[src/rtl/rational_arithmetic_unit_top_assert.svh]
// Assertion macros for the rational arithmetic unit.
// Used by the modules of the rtl folder; depends on nothing else.
`ifndef RATIONAL_ARITHMETIC_UNIT_TOP_ASSERT_SVH
`define RATIONAL_ARITHMETIC_UNIT_TOP_ASSERT_SVH
`ifndef SYNTH
`define RAU_ASSERT_IMPL(label, clk, rst_n, ante, cons) \
    label: assert property (@(posedge clk) disable iff (!rst_n) (ante) |-> (cons)) \
        else $error("assertion failed");
`define RAU_ASSERT_NEXT(label, clk, rst_n, ante, cons) \
    label: assert property (@(posedge clk) disable iff (!rst_n) (ante) |=> (cons)) \
        else $error("assertion failed");
`else
`define RAU_ASSERT_IMPL(label, clk, rst_n, ante, cons)
`define RAU_ASSERT_NEXT(label, clk, rst_n, ante, cons)
`endif
`endif

[src/rtl/rau_pkg.sv]
// Package of the rational arithmetic unit: widths, codes and state types.
// Used by every module in the rtl folder.
package rau_pkg;
    localparam int VALUE_WIDTH = 32;
    localparam int MAG_W = 64;
    localparam int CNT_W = 7;

    typedef enum logic [1:0] {
        K_ADD = 2'd0,
        K_SUB = 2'd1,
        K_MUL = 2'd2,
        K_DIV = 2'd3
    } t_kind;

    typedef enum logic [1:0] {
        ST_OK   = 2'd0,
        ST_ZERO = 2'd1,
        ST_OVF  = 2'd2
    } t_status;

    typedef enum logic [2:0] {
        DV_IDLE,
        DV_SHIFT,
        DV_DONE
    } t_dv_state;

    typedef enum logic [3:0] {
        S_IDLE,
        S_GCD1,
        S_LCM,
        S_MULA,
        S_MULB,
        S_ADD,
        S_PNUM,
        S_PDEN,
        S_GCD2,
        S_RED1,
        S_RED2,
        S_CHECK,
        S_OUT
    } t_state;

    typedef struct packed {
        logic             start;
        logic [MAG_W-1:0] dividend;
        logic [MAG_W-1:0] divisor;
    } t_dv_req;

    typedef struct packed {
        logic             done;
        logic [MAG_W-1:0] quot;
        logic [MAG_W-1:0] rem;
    } t_dv_rsp;
endpackage

[src/rtl/rau_divider.sv]
// Shared restoring divider, one quotient bit per cycle, for 64-bit magnitudes.
// Depends on rau_pkg.
module rau_divider
    import rau_pkg::*;
(
    input  logic    i_clk,
    input  logic    i_rst_n,
    input  t_dv_req i_req,
    output t_dv_rsp o_rsp
);
    t_dv_state        r_state, n_state;
    logic [CNT_W-1:0] r_cnt, n_cnt;
    logic [MAG_W-1:0] r_q, n_q, r_r, n_r, r_d, n_d;
    logic [MAG_W:0]   w_trial;

    always_comb begin
        n_state = r_state;
        case (r_state)
            DV_IDLE:  if (i_req.start) n_state = DV_SHIFT;
            DV_SHIFT: if (r_cnt == CNT_W'(MAG_W - 1)) n_state = DV_DONE;
            DV_DONE:  n_state = DV_IDLE;
            default:  n_state = DV_IDLE;
        endcase
    end

    always_comb begin
        n_q = r_q;
        n_r = r_r;
        n_d = r_d;
        n_cnt = r_cnt;
        w_trial = {r_r, r_q[MAG_W-1]};
        case (r_state)
            DV_IDLE: begin
                n_q = i_req.dividend;
                n_r = '0;
                n_d = i_req.divisor;
                n_cnt = '0;
            end
            DV_SHIFT: begin
                n_cnt = r_cnt + 1'b1;
                if (w_trial >= {1'b0, r_d}) begin
                    n_r = MAG_W'(w_trial - {1'b0, r_d});
                    n_q = {r_q[MAG_W-2:0], 1'b1};
                end else begin
                    n_r = w_trial[MAG_W-1:0];
                    n_q = {r_q[MAG_W-2:0], 1'b0};
                end
            end
            default: ;
        endcase
    end

    always_ff @(posedge i_clk) begin
        if (!i_rst_n) begin
            r_state <= DV_IDLE;
        end else begin
            r_state <= n_state;
        end
        r_cnt <= n_cnt;
        r_q <= n_q;
        r_r <= n_r;
        r_d <= n_d;
    end

    assign o_rsp.done = (r_state == DV_DONE);
    assign o_rsp.quot = r_q;
    assign o_rsp.rem  = r_r;

    `include "rational_arithmetic_unit_top_assert.svh"
    `RAU_ASSERT_NEXT(a_dv_start, i_clk, i_rst_n, r_state == DV_IDLE && i_req.start, r_state == DV_SHIFT)
    `RAU_ASSERT_NEXT(a_dv_done, i_clk, i_rst_n, r_state == DV_DONE, r_state == DV_IDLE)
    `RAU_ASSERT_IMPL(a_dv_rem, i_clk, i_rst_n, r_state == DV_DONE && r_d != '0, r_r < r_d)
endmodule

[src/rtl/rational_arithmetic_unit_top.sv]
// Top level of the rational arithmetic unit: sequencer, multiplier and divider use.
// Depends on rau_pkg and rau_divider.
//
// Channel  Dir  Handshake            Payload
// s_axis   in   tvalid/tready        kind, a_num, a_den, b_num, b_den
// m_axis   out  tvalid/tready        res_num, res_den, status
//
// Every quotient or remainder comes from the shared divider. Beside its Euclid steps
// a word takes four more divisions for add and subtract and two for multiply and
// divide; a bad operand skips them and goes straight to the output state. Reset is
// synchronous and active low and returns the sequencer to idle.
// The result register holds its word while m_axis_tready is low; no new input
// word is taken until the result has been delivered.
module rational_arithmetic_unit_top
    import rau_pkg::*;
(
    input  logic         i_clk,
    input  logic         i_rst_n,
    input  logic         s_axis_tvalid,
    output logic         s_axis_tready,
    input  logic [135:0] s_axis_tdata,  // kind, a_num, a_den, b_num, b_den, zero fill
    output logic         m_axis_tvalid,
    input  logic         m_axis_tready,
    output logic [71:0]  m_axis_tdata   // res_num, res_den, status, zero fill
);
    localparam logic [MAG_W-1:0] HALF = MAG_W'(1) << (VALUE_WIDTH - 1);

    t_state           r_state, n_state;
    t_kind            r_kind, w_kind_in;
    logic [MAG_W-1:0] r_an, r_ad, r_bn, r_bd;
    logic [MAG_W-1:0] r_x, r_y, r_g, r_ta, r_tb, r_num, r_den;
    logic [MAG_W-1:0] n_x, n_y, n_g, n_ta, n_tb, n_num, n_den;
    logic             r_sa, r_sb, r_neg, n_neg, r_wait, n_wait;
    logic [31:0]      r_res_num, n_res_num;
    logic [30:0]      r_res_den, n_res_den;
    t_status          r_status, n_status;
    t_dv_req          w_req;
    t_dv_rsp          w_rsp;
    logic             w_acc, w_bad, w_gcd, w_dv_use, w_dv_fin;
    logic [MAG_W-1:0] w_mul_a, w_mul_b, w_prod, w_sum;
    logic             w_sum_neg, w_sbe;
    logic [VALUE_WIDTH-1:0] w_f [4];
    logic [MAG_W-1:0] w_m [4];
    logic             w_s [4];

    rau_divider u_div (.i_clk(i_clk), .i_rst_n(i_rst_n), .i_req(w_req), .o_rsp(w_rsp));

    assign s_axis_tready = (r_state == S_IDLE);
    assign w_acc = s_axis_tvalid && s_axis_tready;
    assign m_axis_tvalid = (r_state == S_OUT);
    assign m_axis_tdata = {7'd0, r_status, r_res_den, r_res_num};
    assign w_kind_in = t_kind'(s_axis_tdata[1:0]);

    always_comb begin
        for (int i = 0; i < 4; i++) begin
            w_f[i] = s_axis_tdata[2 + 32*i +: VALUE_WIDTH];
            w_s[i] = w_f[i][VALUE_WIDTH-1];
            w_m[i] = w_s[i] ? MAG_W'(-{1'b0, w_f[i]}) & ((MAG_W'(1) << VALUE_WIDTH) - 1)
                            : MAG_W'(w_f[i]);
        end
        w_bad = (w_m[1] == '0) || (w_m[3] == '0) || (w_kind_in == K_DIV && w_m[2] == '0);
    end

    assign w_gcd = (r_state inside {S_GCD1, S_GCD2});
    assign w_dv_use = (w_gcd && r_y != '0) || (r_state inside {S_LCM, S_MULA, S_RED1, S_RED2});
    assign w_dv_fin = w_dv_use && r_wait && w_rsp.done;
    assign n_wait = w_dv_use && !w_dv_fin;

    always_comb begin
        w_req.start = w_dv_use && !r_wait;
        w_req.dividend = r_x;
        w_req.divisor = r_y;
        case (r_state)
            S_LCM:  begin w_req.dividend = r_ad; w_req.divisor = r_g; end
            S_MULA: begin w_req.dividend = r_bd; w_req.divisor = r_g; end
            S_RED1: begin w_req.dividend = r_num; w_req.divisor = r_g; end
            S_RED2: begin w_req.dividend = r_den; w_req.divisor = r_g; end
            default: ;
        endcase
    end

    // Shared 32x32 product; every multiplied magnitude is at most 2^31.
    always_comb begin
        w_mul_a = r_an;
        w_mul_b = r_bn;
        case (r_state)
            S_LCM:  begin w_mul_a = w_rsp.quot; w_mul_b = r_bd; end
            S_MULA: begin w_mul_a = r_an; w_mul_b = w_rsp.quot; end
            S_MULB: begin w_mul_a = r_bn; w_mul_b = r_y; end
            S_PNUM: begin w_mul_a = r_an; w_mul_b = (r_kind == K_MUL) ? r_bn : r_bd; end
            S_PDEN: begin w_mul_a = r_ad; w_mul_b = (r_kind == K_MUL) ? r_bd : r_bn; end
            default: ;
        endcase
        w_prod = MAG_W'(w_mul_a[31:0] * w_mul_b[31:0]);
    end

    assign w_sbe = (r_kind == K_SUB) ? !r_sb : r_sb;

    always_comb begin
        if (r_sa == w_sbe) begin
            w_sum = r_ta + r_tb; w_sum_neg = r_sa;
        end else if (r_ta >= r_tb) begin
            w_sum = r_ta - r_tb; w_sum_neg = r_sa;
        end else begin
            w_sum = r_tb - r_ta; w_sum_neg = w_sbe;
        end
    end

    always_comb begin
        n_state = r_state;
        case (r_state)
            S_IDLE: if (w_acc) begin
                if (w_bad) n_state = S_OUT;
                else if (w_kind_in inside {K_ADD, K_SUB}) n_state = S_GCD1;
                else n_state = S_PNUM;
            end
            S_GCD1:  if (r_y == '0) n_state = S_LCM;
            S_LCM:   if (w_dv_fin) n_state = S_MULA;
            S_MULA:  if (w_dv_fin) n_state = S_MULB;
            S_MULB:  n_state = S_ADD;
            S_ADD:   n_state = (w_sum == '0) ? S_CHECK : S_GCD2;
            S_PNUM:  n_state = S_PDEN;
            S_PDEN:  n_state = (r_num == '0) ? S_CHECK : S_GCD2;
            S_GCD2:  if (r_y == '0) n_state = S_RED1;
            S_RED1:  if (w_dv_fin) n_state = S_RED2;
            S_RED2:  if (w_dv_fin) n_state = S_CHECK;
            S_CHECK: n_state = S_OUT;
            S_OUT:   if (m_axis_tready) n_state = S_IDLE;
            default: n_state = S_IDLE;
        endcase
    end

    always_comb begin
        n_x = r_x; n_y = r_y; n_g = r_g; n_ta = r_ta; n_tb = r_tb;
        n_num = r_num; n_den = r_den; n_neg = r_neg;
        n_res_num = r_res_num; n_res_den = r_res_den; n_status = r_status;
        case (r_state)
            S_IDLE: if (w_acc) begin
                n_x = w_m[1];
                n_y = w_m[3];
                n_neg = (w_s[0] != w_s[1]) != (w_s[2] != w_s[3]);
                n_res_num = '0; n_res_den = '0; n_status = ST_ZERO;
            end
            S_GCD1, S_GCD2: begin
                if (r_y == '0) begin
                    n_g = r_x;
                end else if (w_dv_fin) begin
                    n_x = r_y;
                    n_y = w_rsp.rem;
                end
            end
            S_LCM: if (w_dv_fin) begin
                n_den = w_prod;
                n_y = w_rsp.quot;
            end
            S_MULA: if (w_dv_fin) n_ta = w_prod;
            S_MULB: n_tb = w_prod;
            S_ADD: begin
                n_num = w_sum; n_neg = w_sum_neg;
                n_x = w_sum; n_y = r_den;
            end
            S_PNUM: n_num = w_prod;
            S_PDEN: begin
                n_den = w_prod; n_x = r_num; n_y = w_prod;
            end
            S_RED1: if (w_dv_fin) n_num = w_rsp.quot;
            S_RED2: if (w_dv_fin) n_den = w_rsp.quot;
            S_CHECK: begin
                if (r_num == '0) begin
                    n_res_num = '0; n_res_den = 31'd1; n_status = ST_OK;
                end else if (r_den > HALF - MAG_W'(1)
                             || (r_neg ? r_num > HALF : r_num > HALF - MAG_W'(1))) begin
                    n_res_num = '0; n_res_den = '0; n_status = ST_OVF;
                end else begin
                    n_res_num = 32'(signed'(VALUE_WIDTH'(r_neg ? -r_num : r_num)));
                    n_res_den = r_den[30:0];
                    n_status = ST_OK;
                end
            end
            default: ;
        endcase
    end

    always_ff @(posedge i_clk) begin
        if (!i_rst_n) begin
            r_state <= S_IDLE;
            r_wait <= 1'b0;
        end else begin
            r_state <= n_state;
            r_wait <= n_wait;
        end
        if (w_acc) begin
            r_kind <= w_kind_in;
            r_an <= w_m[0]; r_ad <= w_m[1]; r_bn <= w_m[2]; r_bd <= w_m[3];
            r_sa <= w_s[0] != w_s[1];
            r_sb <= w_s[2] != w_s[3];
        end
        r_x <= n_x; r_y <= n_y; r_g <= n_g; r_ta <= n_ta; r_tb <= n_tb;
        r_num <= n_num; r_den <= n_den; r_neg <= n_neg;
        r_res_num <= n_res_num; r_res_den <= n_res_den; r_status <= n_status;
    end

    `include "rational_arithmetic_unit_top_assert.svh"
    `RAU_ASSERT_IMPL(a_ready_idle, i_clk, i_rst_n, s_axis_tready, !m_axis_tvalid)
    `RAU_ASSERT_IMPL(a_ok_den, i_clk, i_rst_n, m_axis_tvalid && r_status == ST_OK, r_res_den != '0)
    `RAU_ASSERT_NEXT(a_out_done, i_clk, i_rst_n, m_axis_tvalid && m_axis_tready, s_axis_tready)
endmodule

[config.mk]
export PLATFORM = sky130hd
export DESIGN_NAME = rational_arithmetic_unit_top
export DESIGN_NICKNAME = d
export VERILOG_FILES = /design/src/rtl/rau_pkg.sv /design/src/rtl/rau_divider.sv /design/src/rtl/rational_arithmetic_unit_top.sv
export VERILOG_INCLUDE_DIRS = /design/src /design/src/rtl
export SDC_FILE = /design/constraint.sdc
export NUM_CORES = 2
export LEC_CHECK = 0
export BUFFER_PORTS_ARGS = -buffer_cell sky130_fd_sc_hd__buf_2
export CORE_ASPECT_RATIO = 0.8
export CORE_MARGIN = 1.5
export CORE_UTILIZATION = 32
export CTS_BUF_LIST = sky130_fd_sc_hd__clkbuf_4 sky130_fd_sc_hd__clkbuf_8 sky130_fd_sc_hd__clkbuf_16
export CTS_CLUSTER_DIAMETER = 100
export DETAILED_ROUTE_END_ITERATION = 16
export SKIP_LAST_GASP = 1
export SYNTH_ARGS = -nofsm -noshare
export SYNTH_HDL_FRONTEND = slang
export SYNTH_SLANG_ARGS = --single-unit
[constraint.sdc]
create_clock -name i_clk -period 14.1 [get_ports i_clk]
set_input_delay 2.82 -clock i_clk [delete_from_list [all_inputs] [get_ports i_clk]]
set_output_delay 2.82 -clock i_clk [all_outputs]
set_load 0.01 [all_outputs]
# Word level (Yosys, flattened, before mapping)
# Cells that the tools add are included.
# Widths: inputs -> output; s select.
classes:
  n_mux: 63
  n_eq_ne: 35
  n_reduce_logical: 45
  magnitude_cmp: 5
  n_mul: 1
  add_sub_neg: 10
op_table:
  columns: ["cell", "n"]
  rows:
  - ["$mux 64", 11]
  - ["$pmux 128 s4", 1]
  - ["$logic_not 64->1", 6]
  - ["$pmux 64 s3", 2]
  - ["$pmux 64 s5", 1]
  - ["$mux 32", 9]
  - ["$pmux 64 s2", 2]
  - ["$pmux 64 s4", 1]
  - ["$sub 64x64->64", 3]
  - ["$neg 32->32", 5]
  - ["$pmux 32 s5", 1]
  - ["$gt 64x31->1 const B", 2]
  - ["$mux 31", 4]
  - ["$pmux 32 s3", 1]
  - ["$ge 65x64->1", 1]
  - ["$add 64x64->64", 1]
  - ["$ge 64x64->1", 1]
  - ["$gt 64x32->1 const B", 1]
  - ["$mul 32x32->64", 1]
  - ["$pmux 32 s2", 1]
  - ["$reduce_bool 64->1", 1]
  - ["$pmux 31 s2", 1]
  - ["$pmux 4 s13", 1]
  - ["$mux 4", 9]
  - ["other kinds (37)", 92]
word_totals:
  output_inout_bits: 74
  in_bits: 140
  register_bits: 853
  wordCells: 185

# Longest topological paths before layout
depth:
  depth_word: 9
  ltp_mapped: 42
  ltp_nobuf: 37

# By module
# A second synthesis with hierarchy kept.
unflattened:
  cells_unflattened: 9728
  area_unflattened_um2: 88063.2
modules_own_cells:
  columns: ["module", "instances", "area_per_inst_um2", "seq_area_each_um2", "cells_per_inst"]
  rows:
  - ["rational_arithmetic_unit_top", 1, 75860.3, 19498.7, 8456]
  - ["rau_divider", 1, 12203.0, 6015.8, 1272]

# Worst setup path after synthesis
# OpenSTA, ideal clock, no wires.
synth_path:
  path_kind: "register to register"
  start: "reg r_state[1]"
  end: "reg r_den[56] (data pin)"
  path_slack_ns: 2.265
  synth_period_minus_slack_ns: 11.835
  n_path_buf: 5
  setup_time_ns: 0.260
  stages_incl_launch_ff: 39
  required_ns: 13.840
  t_arrival_ns: 11.575
  cell_sequence: "dfxtp_1 buf_1 inv_1 nand2_1 nor2_1 clkbuf_1 clkbuf_1 clkbuf_1 nand2_1 and4_1 clkbuf_1 nor2_1 fa_1 fa_1 fa_1 inv_1 fa_1 inv_1 [3 not listed] inv_1 fa_1 fa_1 ha_1 a21o_1 a21o_1 a21oi_1 o21ai_0 a221o_1 a22oi_1 a21oi_1 a311o_1 a31o_2 o21ai_1 nand2b_1 a21oi_1 xnor2_1 mux2_2"
synth_between:
  elab_chain_len: 5
  word_cells_on_any_way: 11
  classes_between: "1 x mul; 6 x eq/ne; 4 x mux"
synth_lines:
  columns: ["element", "line", "text"]
  rows:
  - ["start, declared", "rational_arithmetic_unit_top.sv:28", "t_state r_state, n_state;"]
  - ["start signal, assigned", "rational_arithmetic_unit_top.sv:189", "r_state <= n_state;"]
  - ["$eq 4x3->1 or $eq 4x2->1 (tied branches)", "rational_arithmetic_unit_top.sv:86", "case (r_state)"]
  - ["$pmux 32 s5 or $pmux 32 s3 (tied branches)", "rational_arithmetic_unit_top.sv:86", null]
  - ["$mul 32x32->64 *", "rational_arithmetic_unit_top.sv:94", "w_prod = MAG_W'(w_mul_a[31:0] * w_mul_b[31:0]);"]
  - ["via w_prod[56]", "rational_arithmetic_unit_top.sv:40", "logic [MAG_W-1:0] w_mul_a, w_mul_b, w_prod, w_sum;"]
  - ["$mux 64", "rational_arithmetic_unit_top.sv:152", "S_LCM: if (w_dv_fin) begin"]
  - ["$pmux 64 s3 *", "rational_arithmetic_unit_top.sv:137", "case (r_state)"]
  - ["via n_den[56]", "rational_arithmetic_unit_top.sv:32", "logic [MAG_W-1:0] n_x, n_y, n_g, n_ta, n_tb, n_num, n_den;"]
  - ["end signal, assigned", "rational_arithmetic_unit_top.sv:199", "r_num <= n_num; r_den <= n_den; r_neg <= n_neg;"]
  - ["end, declared", "rational_arithmetic_unit_top.sv:31", "logic [MAG_W-1:0] r_x, r_y, r_g, r_ta, r_tb, r_num, r_den;"]
# Mark *: on every way through the listed nets, which the timed path passes. The rest lies on a longest branch. The select of a mux whose other input is x is not followed.
# A chain may end at the register's enable or synchronous reset.

# Worst setup path in the final report
layout_path:
  start: "reg r_state[0]"
  end: "reg r_tb[52] (data pin)"
layout_between:
  elab_chain_len: 3
  word_cells_on_any_way: 8
  classes_between: "1 x mul; 5 x eq/ne; 2 x mux"
layout_lines:
  columns: ["element", "line", "text"]
  rows:
  - ["$eq 4x3->1 or $eq 4x2->1 (tied branches)", "rational_arithmetic_unit_top.sv:86", null]
  - ["$pmux 32 s5 or $pmux 32 s3 (tied branches)", "rational_arithmetic_unit_top.sv:86", null]
  - ["$mul 32x32->64 *", "rational_arithmetic_unit_top.sv:94", null]
  - ["via w_prod[52]", "rational_arithmetic_unit_top.sv:40", null]
  - ["end signal, assigned", "rational_arithmetic_unit_top.sv:198", "r_x <= n_x; r_y <= n_y; r_g <= n_g; r_ta <= n_ta; r_tb <= n_tb;"]
  - ["end, declared", "rational_arithmetic_unit_top.sv:31", null]
# Mark *: on every way through the listed nets, which the timed path passes. The rest lies on a longest branch.

==> out/qor.yml <==
fmax_ghz: 0.0735
grt_pass1_wl_um: 526000
critPathRequiredTime_ns: 14.54
setup.worst_path.start: "r_state[0]"
synth_cells: 9440
ys_seq_area_share_pct: 29.3
core_area_um2: 271000
pin_count: 214
cap_viol_max_count: 1
cts.htree.levels: 3
rsz0062_at_grt: "false"
synth_most_common_cell: "inv_1"
netlist_top_cells_count: "inv_1 (1267), nand2_1 (1168), nor2_1 (1089)"
synth_seq_cells: 852
fill_cells: 27600
ctsRootBufferMaster: "clkbuf_16"
antenna_found_initial: 33
synth_edf_count: 845
drtPass1Iterations: 10
synth_top_area_cell: "edfxtp_1"
synth_ff_type: "edfxtp_1"
grt_pass1_vias: 72800
ctsResizeCount: 0
io_buffers: 200
synth_area_leaders: "edfxtp_1 (29%), fa_1 (21%), ha_1 (7.5%)"
path_delay_family: "compound AO/OA/AOI/OAI gates"
wl_um: 370000
die_area_um2: 275000
hpwlAfterDp_um: 288000
drive_gt1_share_pct: 7.34
routedWlPerCell_um: 28.1
final_util_pct: 35.4
crit_arrival_ns: 14.05
violations: "max-capacitance violations, max-slew violations"
fin_crit_sh_pct: 96.5
die_h_um: 470
vias: 76300
ant_nets: 0
period_minus_slack_ns: 13.61
synth_async_sr_flop_share_pct: 0
area_growth_pct: 10.2
globalRoute.totalOverflow: 0
rows: 171
critical_path_class: "flip-flop to flip-flop"
cts_buffer_depth: 3
status: "finished with violations"
slowest_stage: "and2_1"
synth.distinct_cells: 101
wl_met3_um: 52500
setup_viol: 0
cts_tree: "done"
clkSlewWorstSetupHoldPaths_ns: 0.06
seqCellArea_um2: 25500
multi_input_area_um2: 55100
grt_max_degree: 132
numCtsBuffers: 97
yosysWarnings: 0
netlist_area_um2: 87100
r2r_start: "r_state[0]"
skew_ns: 0.0531
cpMostUsedCell: "fa_1"
max_stage_delay_ns: 0.85
initial_utilization_pct: 32.1
rrSetupSlack_ns: 0.49
post_cts_buffers: 0
drt_iter0_markers: 11900
crit_path_end_kind: "flip-flop"
wl_met1_um: 151000
place_congestion: 1.02
avgViaCountPerCell: 5.80
syn_avg_cell_area_um2: 9.23
cts_sinks: 852
critPathBufInv: 7
nets: 11000
start_kind: "flip-flop"
drc: 0
min_path_type: "flip-flop to flip-flop"
clk_latency_ns: 0.75
slew_violations: 10
setup_tns_ns: 0
final_hold_viol_count: 0
worstHoldStart: "r_x[41]"
track_usage_pct: 26.2
routed-wl-met2_um: 148000
dieWidth_um: 586
routed.top_layer: "met5"
synth_top_cell_area_share_pct: 29.1
worst_pin_slew_ns: 1.52
worst-path-max-fanout: 19
slew_headroom_pct: -2.04
hold_buffers: 0
-- cells by family (layout without fill, tap and decap cells) --
logic type,Yosys count,after routing,synth area share [%]
AND/OR/NAND/NOR,2985,2985,15.0
AO/OA/AOI/OAI,1973,1973,15.4
multiplexers,73,73,0.845
buffers and inverters,1801,1854,7.89
XOR/XNOR,331,331,3.33
flip-flops,852,852,29.3
other,1,19,0.00431
adder cells (fa/ha/maj),1424,1424,28.2
-- layout make-up --
| type | instances | share of cell area [%] |
|---|---|---|
| clock buffers | 111 | 2.66 |
| multi-input cells | 6793 | 57.5 |
| clock inverters | 63 | 0.742 |
| diodes | 12 | 0.0313 |
| inverters | 1269 | 4.98 |
| flip-flops and latches | 852 | 26.6 |
| well taps | 3633 | 4.74 |
| repair buffers | 411 | 2.79 |
-- per-layer routing --
layer	track usage [%]	up-vias
li1	-	32300
met1	37.1	38100
met2	36.0	5181
met3	8.96	700
met4	10.8	14
met5	0	-
-- flip-flops by register name, indices dropped and copies added, names as in the netlist, 32 cells and up --
register and cells:
u_div.r_q 64, r_ta 64, r_g 64, r_res_num 32, r_ad 32, r_bd 32, u_div.r_r 64, r_an 32
r_tb 64, r_num 64, r_bn 32, u_div.r_d 64, r_y 64, r_x 64, r_den 64
-- per-stage QoR --
step / hold slack [ns] / instance area, um2 / worst slack [ns] / instances
after global routing: 0.452 / 95900 / 0.398 / 13100
after detailed placement: 0.434 / 92700 / 1.16 / 13000
final: 0.420 / 95900 / 0.492 / 13100
after global placement: 0.430 / 92700 / 1.22 / 13000
after floorplan: 0.426 / 87100 / 2.27 / 9446
after CTS: 0.404 / 95900 / 1.10 / 13100
-- final timing paths --
check | end | cells past startpoint
max reg2reg | r_tb[52] | 34
min reg2reg | r_g[41] | 0
max | r_tb[52] | 34
min | r_g[41] | 0
-- placed cells by master (no fill, tap or decap), drive strengths merged, types with 26 or more instances in the layout --
master | Yosys | final
a222oi | 168 | 168
nand2b | 63 | 63
nand2 | 1168 | 1168
a221oi | 31 | 31
clkbuf | 443 | 111
inv | 1268 | 1277
a21o | 127 | 127
o41ai | 26 | 26
nor4 | 83 | 83
nor2 | 1089 | 1089
nor3 | 90 | 90
and3 | 62 | 62
a21oi | 469 | 469
a221o | 28 | 28
buf | 89 | 411
o21a | 58 | 58
a22oi | 112 | 112
o221ai | 40 | 40
o21ai | 423 | 423
o211ai | 30 | 30
xor2 | 91 | 91
nor2b | 42 | 42
nand3 | 82 | 82
and2 | 46 | 46
xnor2 | 240 | 240
or4 | 34 | 34
a41oi | 34 | 34
a31oi | 72 | 72
edfxtp | 845 | 845
o21bai | 69 | 69
clkinv | 1 | 39
a211oi | 55 | 55
o31ai | 76 | 76
or3 | 57 | 57
fa | 900 | 900
mux2i | 69 | 69
nand4 | 85 | 85
ha | 524 | 524
Power is not shown: default switching activity piles up to over one toggle a cycle in this logic, so the estimate is an artifact.
